==> src/rtl/core/dcrc_pkg.sv <==
// ----------------------------------------------------------------------------
// dcrc_pkg
// Shared constants, types and the byte-wide CRC-16 update.
// ----------------------------------------------------------------------------
package dcrc_pkg;

    localparam int unsigned DataWidth = 8;
    localparam int unsigned CrcWidth  = 16;

    localparam logic [CrcWidth-1:0] POLY_XMODEM = 16'h1021;
    localparam logic [CrcWidth-1:0] POLY_ALT    = 16'h8408;
    localparam logic [CrcWidth-1:0] CRC_INIT    = 16'h0000;

    typedef struct packed {
        logic valid;
        logic first;
        logic last;
    } item_ctrl_t;

    typedef struct packed {
        logic [CrcWidth-1:0] crc_alt;
        logic [CrcWidth-1:0] crc_xmodem;
    } result_t;

    // MSB-first, unreflected, one byte per call
    function automatic logic [CrcWidth-1:0] crc_byte(
        input logic [CrcWidth-1:0]  rem,
        input logic [DataWidth-1:0] data,
        input logic [CrcWidth-1:0]  poly
    );
        logic [CrcWidth-1:0] r;
        r = rem ^ {data, {(CrcWidth-DataWidth){1'b0}}};
        for (int k = 0; k < DataWidth; k++) begin
            if (r[CrcWidth-1]) begin
                r = {r[CrcWidth-2:0], 1'b0} ^ poly;
            end else begin
                r = {r[CrcWidth-2:0], 1'b0};
            end
        end
        return r;
    endfunction

endpackage

==> src/rtl/core/dcrc_in_stage.sv <==
// ----------------------------------------------------------------------------
// dcrc_in_stage
// Input register: captures one byte word with its first/last marks.
// ----------------------------------------------------------------------------
module dcrc_in_stage (
    input  logic                            aclk,
    input  logic                            aresetn,
    input  logic                            s_tvalid,
    output logic                            s_tready,
    input  logic [dcrc_pkg::DataWidth-1:0]  s_tdata,
    input  logic                            s_tuser,
    input  logic                            s_tlast,
    input  logic                            advance,
    output dcrc_pkg::item_ctrl_t            item_ctrl,
    output logic [dcrc_pkg::DataWidth-1:0]  item_data
);

    logic                           valid_reg, valid_next;
    logic                           first_reg, first_next;
    logic                           last_reg, last_next;
    logic [dcrc_pkg::DataWidth-1:0] data_reg, data_next;
    logic                           accept;

    assign s_tready = !valid_reg || advance;
    assign accept   = s_tvalid && s_tready;

    always_comb begin
        valid_next = valid_reg;
        first_next = first_reg;
        last_next  = last_reg;
        data_next  = data_reg;
        if (accept) begin
            valid_next = 1'b1;
            first_next = s_tuser;
            last_next  = s_tlast;
            data_next  = s_tdata;
        end else if (advance) begin
            valid_next = 1'b0;
        end
    end

    always_ff @(posedge aclk) begin
        if (!aresetn) begin
            valid_reg <= 1'b0;
        end else begin
            valid_reg <= valid_next;
        end
        first_reg <= first_next;
        last_reg  <= last_next;
        data_reg  <= data_next;
    end

    assign item_ctrl.valid = valid_reg;
    assign item_ctrl.first = first_reg;
    assign item_ctrl.last  = last_reg;
    assign item_data       = data_reg;

endmodule

==> src/rtl/core/dcrc_engine.sv <==
// ----------------------------------------------------------------------------
// dcrc_engine
// Holds both CRC remainders and updates them side by side, one byte a cycle while advance is high.
// ----------------------------------------------------------------------------
module dcrc_engine (
    input  logic                            aclk,
    input  logic                            aresetn,
    input  logic                            advance,
    input  dcrc_pkg::item_ctrl_t            item_ctrl,
    input  logic [dcrc_pkg::DataWidth-1:0]  item_data,
    output dcrc_pkg::result_t               result
);

    logic [dcrc_pkg::CrcWidth-1:0] rem_xmodem_reg, rem_xmodem_next;
    logic [dcrc_pkg::CrcWidth-1:0] rem_alt_reg, rem_alt_next;
    logic [dcrc_pkg::CrcWidth-1:0] base_xmodem;
    logic [dcrc_pkg::CrcWidth-1:0] base_alt;
    logic [dcrc_pkg::CrcWidth-1:0] upd_xmodem;
    logic [dcrc_pkg::CrcWidth-1:0] upd_alt;

    assign base_xmodem = item_ctrl.first ? dcrc_pkg::CRC_INIT : rem_xmodem_reg;
    assign base_alt    = item_ctrl.first ? dcrc_pkg::CRC_INIT : rem_alt_reg;
    assign upd_xmodem  = dcrc_pkg::crc_byte(base_xmodem, item_data, dcrc_pkg::POLY_XMODEM);
    assign upd_alt     = dcrc_pkg::crc_byte(base_alt, item_data, dcrc_pkg::POLY_ALT);

    always_comb begin
        rem_xmodem_next = rem_xmodem_reg;
        rem_alt_next    = rem_alt_reg;
        if (advance) begin
            rem_xmodem_next = upd_xmodem;
            rem_alt_next    = upd_alt;
        end
    end

    always_ff @(posedge aclk) begin
        if (!aresetn) begin
            rem_xmodem_reg <= dcrc_pkg::CRC_INIT;
            rem_alt_reg    <= dcrc_pkg::CRC_INIT;
        end else begin
            rem_xmodem_reg <= rem_xmodem_next;
            rem_alt_reg    <= rem_alt_next;
        end
    end

    assign result.crc_xmodem = upd_xmodem;
    assign result.crc_alt    = upd_alt;

endmodule

==> src/rtl/core/dcrc_out_stage.sv <==
// ----------------------------------------------------------------------------
// dcrc_out_stage
// Result register: holds one finished CRC pair until the receiver takes it.
// ----------------------------------------------------------------------------
module dcrc_out_stage (
    input  logic                    aclk,
    input  logic                    aresetn,
    input  logic                    load,
    input  dcrc_pkg::result_t       result,
    output logic                    slot_free,
    output logic                    m_tvalid,
    input  logic                    m_tready,
    output logic [31:0]             m_tdata
);

    logic              valid_reg, valid_next;
    dcrc_pkg::result_t data_reg, data_next;

    assign slot_free = !valid_reg || m_tready;

    always_comb begin
        valid_next = valid_reg;
        data_next  = data_reg;
        if (load) begin
            valid_next = 1'b1;
            data_next  = result;
        end else if (m_tready) begin
            valid_next = 1'b0;
        end
    end

    always_ff @(posedge aclk) begin
        if (!aresetn) begin
            valid_reg <= 1'b0;
        end else begin
            valid_reg <= valid_next;
        end
        data_reg <= data_next;
    end

    assign m_tvalid = valid_reg;
    assign m_tdata  = {data_reg.crc_alt, data_reg.crc_xmodem};

endmodule

==> src/rtl/core/dual_crc16_byte_stream.sv <==
// ----------------------------------------------------------------------------
// dual_crc16_byte_stream
// Dual CRC-16 (polynomials 0x1021 and 0x8408, init 0, MSB first) over bytes.
// ----------------------------------------------------------------------------
// Input stream (s_): one message byte per word. s_tuser marks the first byte
// of a message and clears both CRCs before that byte; s_tlast marks the final
// byte. A byte without a first mark continues the current remainders, also
// after a result has been sent.
// Output stream (m_): one word per message, sent for the byte marked last,
// carrying CRC-16/XMODEM in the low half and the 0x8408 CRC in the high half.
// An accepted byte lands in the input register; the combinational
// byte-wide CRC update sits between it and the result (m_tvalid) register.
// Throughput: one byte per cycle unless a last byte waits on a held result.
// Receiver stall: bytes keep flowing into the remainders while a result
// waits; only a following last byte waits in the input register, and
// s_tready drops once that register cannot advance.
// Reset: aresetn (synchronous, active low) clears both remainders to zero
// and empties the input and result registers.
// ----------------------------------------------------------------------------
module dual_crc16_byte_stream (
    input  logic        aclk,
    input  logic        aresetn,
    input  logic        s_tvalid,
    output logic        s_tready,
    input  logic [7:0]  s_tdata,   // [7:0] data_byte
    input  logic        s_tuser,   // [0] first_byte
    input  logic        s_tlast,   // last_byte
    output logic        m_tvalid,
    input  logic        m_tready,
    output logic [31:0] m_tdata    // [15:0] crc_xmodem, [31:16] crc_alt
);

    dcrc_pkg::item_ctrl_t           item_ctrl;
    logic [dcrc_pkg::DataWidth-1:0] item_data;
    dcrc_pkg::result_t              result;
    logic                           slot_free;
    logic                           advance;
    logic                           load;

    assign advance = item_ctrl.valid && (!item_ctrl.last || slot_free);
    assign load    = advance && item_ctrl.last;

    dcrc_in_stage u_in_stage (
        .aclk      (aclk),
        .aresetn   (aresetn),
        .s_tvalid  (s_tvalid),
        .s_tready  (s_tready),
        .s_tdata   (s_tdata),
        .s_tuser   (s_tuser),
        .s_tlast   (s_tlast),
        .advance   (advance),
        .item_ctrl (item_ctrl),
        .item_data (item_data)
    );

    dcrc_engine u_engine (
        .aclk      (aclk),
        .aresetn   (aresetn),
        .advance   (advance),
        .item_ctrl (item_ctrl),
        .item_data (item_data),
        .result    (result)
    );

    dcrc_out_stage u_out_stage (
        .aclk      (aclk),
        .aresetn   (aresetn),
        .load      (load),
        .result    (result),
        .slot_free (slot_free),
        .m_tvalid  (m_tvalid),
        .m_tready  (m_tready),
        .m_tdata   (m_tdata)
    );

endmodule

==> config.mk <==
export PLATFORM = sky130hd
export DESIGN_NAME = dual_crc16_byte_stream
export DESIGN_NICKNAME = d
export VERILOG_FILES = /design/src/rtl/core/dcrc_pkg.sv /design/src/rtl/core/dcrc_in_stage.sv /design/src/rtl/core/dcrc_engine.sv /design/src/rtl/core/dcrc_out_stage.sv /design/src/rtl/core/dual_crc16_byte_stream.sv
export SDC_FILE = /design/constraint.sdc
export NUM_CORES = 1
export LEC_CHECK = 0
export ABC_AREA = 1
export ABC_CLOCK_PERIOD_IN_PS = 5800
export BUFFER_PORTS_ARGS = -buffer_cell sky130_fd_sc_hd__buf_2
export CAP_MARGIN = 10
export CORE_MARGIN = 1.5
export CORE_UTILIZATION = 61
export DETAILED_ROUTE_END_ITERATION = 7
export GPL_TIMING_DRIVEN = 1
export PLACE_DENSITY = 0.95
export SETUP_SLACK_MARGIN = 0.1
export SYNTH_ARGS = -nofsm -noshare
export SYNTH_HDL_FRONTEND = slang
export SYNTH_SLANG_ARGS = --single-unit
==> constraint.sdc <==
create_clock -name aclk -period 5.8 [get_ports aclk]
set_input_delay 0 -clock aclk [delete_from_list [all_inputs] [get_ports aclk]]
set_output_delay 0 -clock aclk [all_outputs]
set_load 0.05 [all_outputs]
==> out/metrics.csv <==
metric,value,unit
crit-path cells,nand3_1 > nand2_1 > inv_2 > nand2_1 > inv_1,
most frequent cells in the layout,"48 x inv_1, 47 x nor2_1, 44 x buf_2, 39 x edfxtp_1, 37 x nand2_1",
Hold Crit Class,primary input to register,
Core ar.,0.00520,sq mm
Synth cell types,27,
Worst Setup Start Kind,register,
hpwl dp,4260,um
Final GP Congestion,0.819,
pwr dens,321,mW/mm^2
WP data required,5770,ps
via-per-instance ratio,5.04,
Ports,48,
CTS tree,built,
total number of vias,2376,
fmax,316,MHz
n_diodes,0,
Final nets,410,
Worst IR Drop VDD,0.000185,V
Hold Slack,49.0,ps
pre-CTS WS,2660,ps
"Seq/Total Area, Yosys",0.536,
Seq cells post-synth,70,
critical path depth,5,
outcome,completed,
WL per Instance,13.8,um
area grow syn2layout,17.0,%
largest net degree at the start of global routing,36,
vias in the first global route,2422,
R2R depth,5,
TritonCTS Buffers,9,
Final setup viols,0,
Worst Hold Depth,4,
Final Hold Vio Count,0,
Root Buffer,clkbuf_8,
# clock sinks,70,
WP data arrival,3130,ps
"Largest stage delay, worst path",800,ps
Worst Path Max Fanout,35,
Power Total,0.00126,W
Leakage,1.80,nW
DRT antenna net count,0,
Max-Cap Viols,0,
1st-pass router iterations,5,
share of layout cells above drive strength 1,0.249,
DR DRC count,0,
"Cell Count, Final, Fillers Out",471,
PortBufs,44,
1st-iter DRT viols,168,
Worst setup EP type,register,
Chip Height,77.0,um
slew margin rel.,0.267,
Die W,77.0,um
unrepaired setup endpoints after global routing,false,
first-pass GRT wire length,10800,um
YS warnings,0,
initial antenna violation count,0,
number of flip-flops in the largest register,29,
Starting Density,0.642,
worst-skew pair later-pin latency,350,ps
Most common cell on crit path,nand2_1,
Clock Skew,7.12,ps
"Period Utilization, post-route",0.545,
placed cells,442,
gr ovfl total,0,
Crit Path Class,register to register,
die area,0.00593,sq mm
Worst-Margin Slew,1100,ps
Max clock buf depth,2,
WL final,6490,um
CP top delay family,buffers and inverters,
setup TNS,0,ps
"most common cell after layout, fill and taps aside",inv_1,
fin. max-slew vios,0,
Buf/Inv on CP,2,
clk slew on worst S/H paths,70,ps
Mapped Area,0.00334,sq mm
Synth Area per Inst,9.86,sq um
final setup margin,2640,ps
CP max-delay cell,inv_1,
H-tree levels,3,
Mapped Cells,339,
GRT Overall Usage,0.243,
min Tclk post-route,3160,ps
placement row count,26,
## cells by family after synthesis
kind of cell / Yosys count / synth area share
simple gates: 125 / 0.197
other cells: 1 / 0.00112
flops: 70 / 0.536
xor+xnor: 37 / 0.123
compound gates: 38 / 0.0569
buf+inv: 68 / 0.0865
## worst reg2reg max path, delay by kind of cell, from the launching register on
| kind | cells | cell delay, ps |
|---|---|---|
| and+or+nand+nor | 3 | 870 |
| buffers and inverters | 2 | 1460 |
| DFF | 1 | 420 |
## report_power, final
| group | switching (W) | total (W) | internal (W) |
|---|---|---|---|
| Combinational | 0.000187 | 0.000272 | 0.0000844 |
| Sequential | 0.0000176 | 0.000589 | 0.000571 |
| Clock | 0.000174 | 0.000396 | 0.000222 |
## routing by layer
metal / global-route usage / up-vias / share of wire
met1: 0.266 / 1111 / 0.39
met4: 0.131 / 0 / 0.032
met2: 0.431 / 82 / 0.52
li1: - / 1167 / -
met5: 0 / - / 0
met3: 0.0595 / 16 / 0.057
## what timing repair did
item | CTS | global route
buffers inserted | 0 | 0
resized for setup | 0 | 0
endpoints found under the hold margin | 14 | 0
hold buffers | 13 | 0
## stage by stage
step,utilization,cell area [sq um]
6_report,0.751,3910
5_1_grt,0.751,3910
4_1_cts,0.751,3910
3_5_place_dp,0.688,3580
3_3_place_gp,0.688,3580
2_1_floorplan,-,3350
## cell usage after synthesis (all sizes together)
library cell  instances  share of area
xnor2                 8          0.021
nand4                 1         0.0019
buf                   8          0.018
nand3b                1         0.0060
conb                  1         0.0011
clkbuf                5         0.0056
inv                  55          0.063
xor2                 29           0.10
nand2                53          0.080
a21oi                10          0.015
nand3                23          0.055
o21ai                28          0.042
edfxtp               39           0.35
nor2                 47          0.053
dfxtp                31           0.19
## final timing paths
| kind | startpoint | endpoint | slack [ps] |
|---|---|---|---|
| setup reg to reg | u_in_stage.last_reg | u_out_stage.m_tdata[25] | 2640 |
| hold reg to reg | u_engine.rem_xmodem_reg[0] | u_engine.rem_xmodem_reg[0] | 550 |
| hold / removal | m_tready | u_in_stage.valid_reg | 50 |
| setup / recovery | u_in_stage.last_reg | u_out_stage.m_tdata[25] | 2640 |
## area by class of cell
type / count / area (sq um)
Inverter: 55 / 211
Clock buffer: 13 / 159
Clock inverter: 3 / 42.5
Timing Repair Buffer: 57 / 350
Tap cell: 70 / 87.6
Sequential cell: 70 / 1790
Fill cell: 365 / 1290
Multi-Input combinational cell: 203 / 1270
Note: power is estimated with default switching activity, not from simulation.
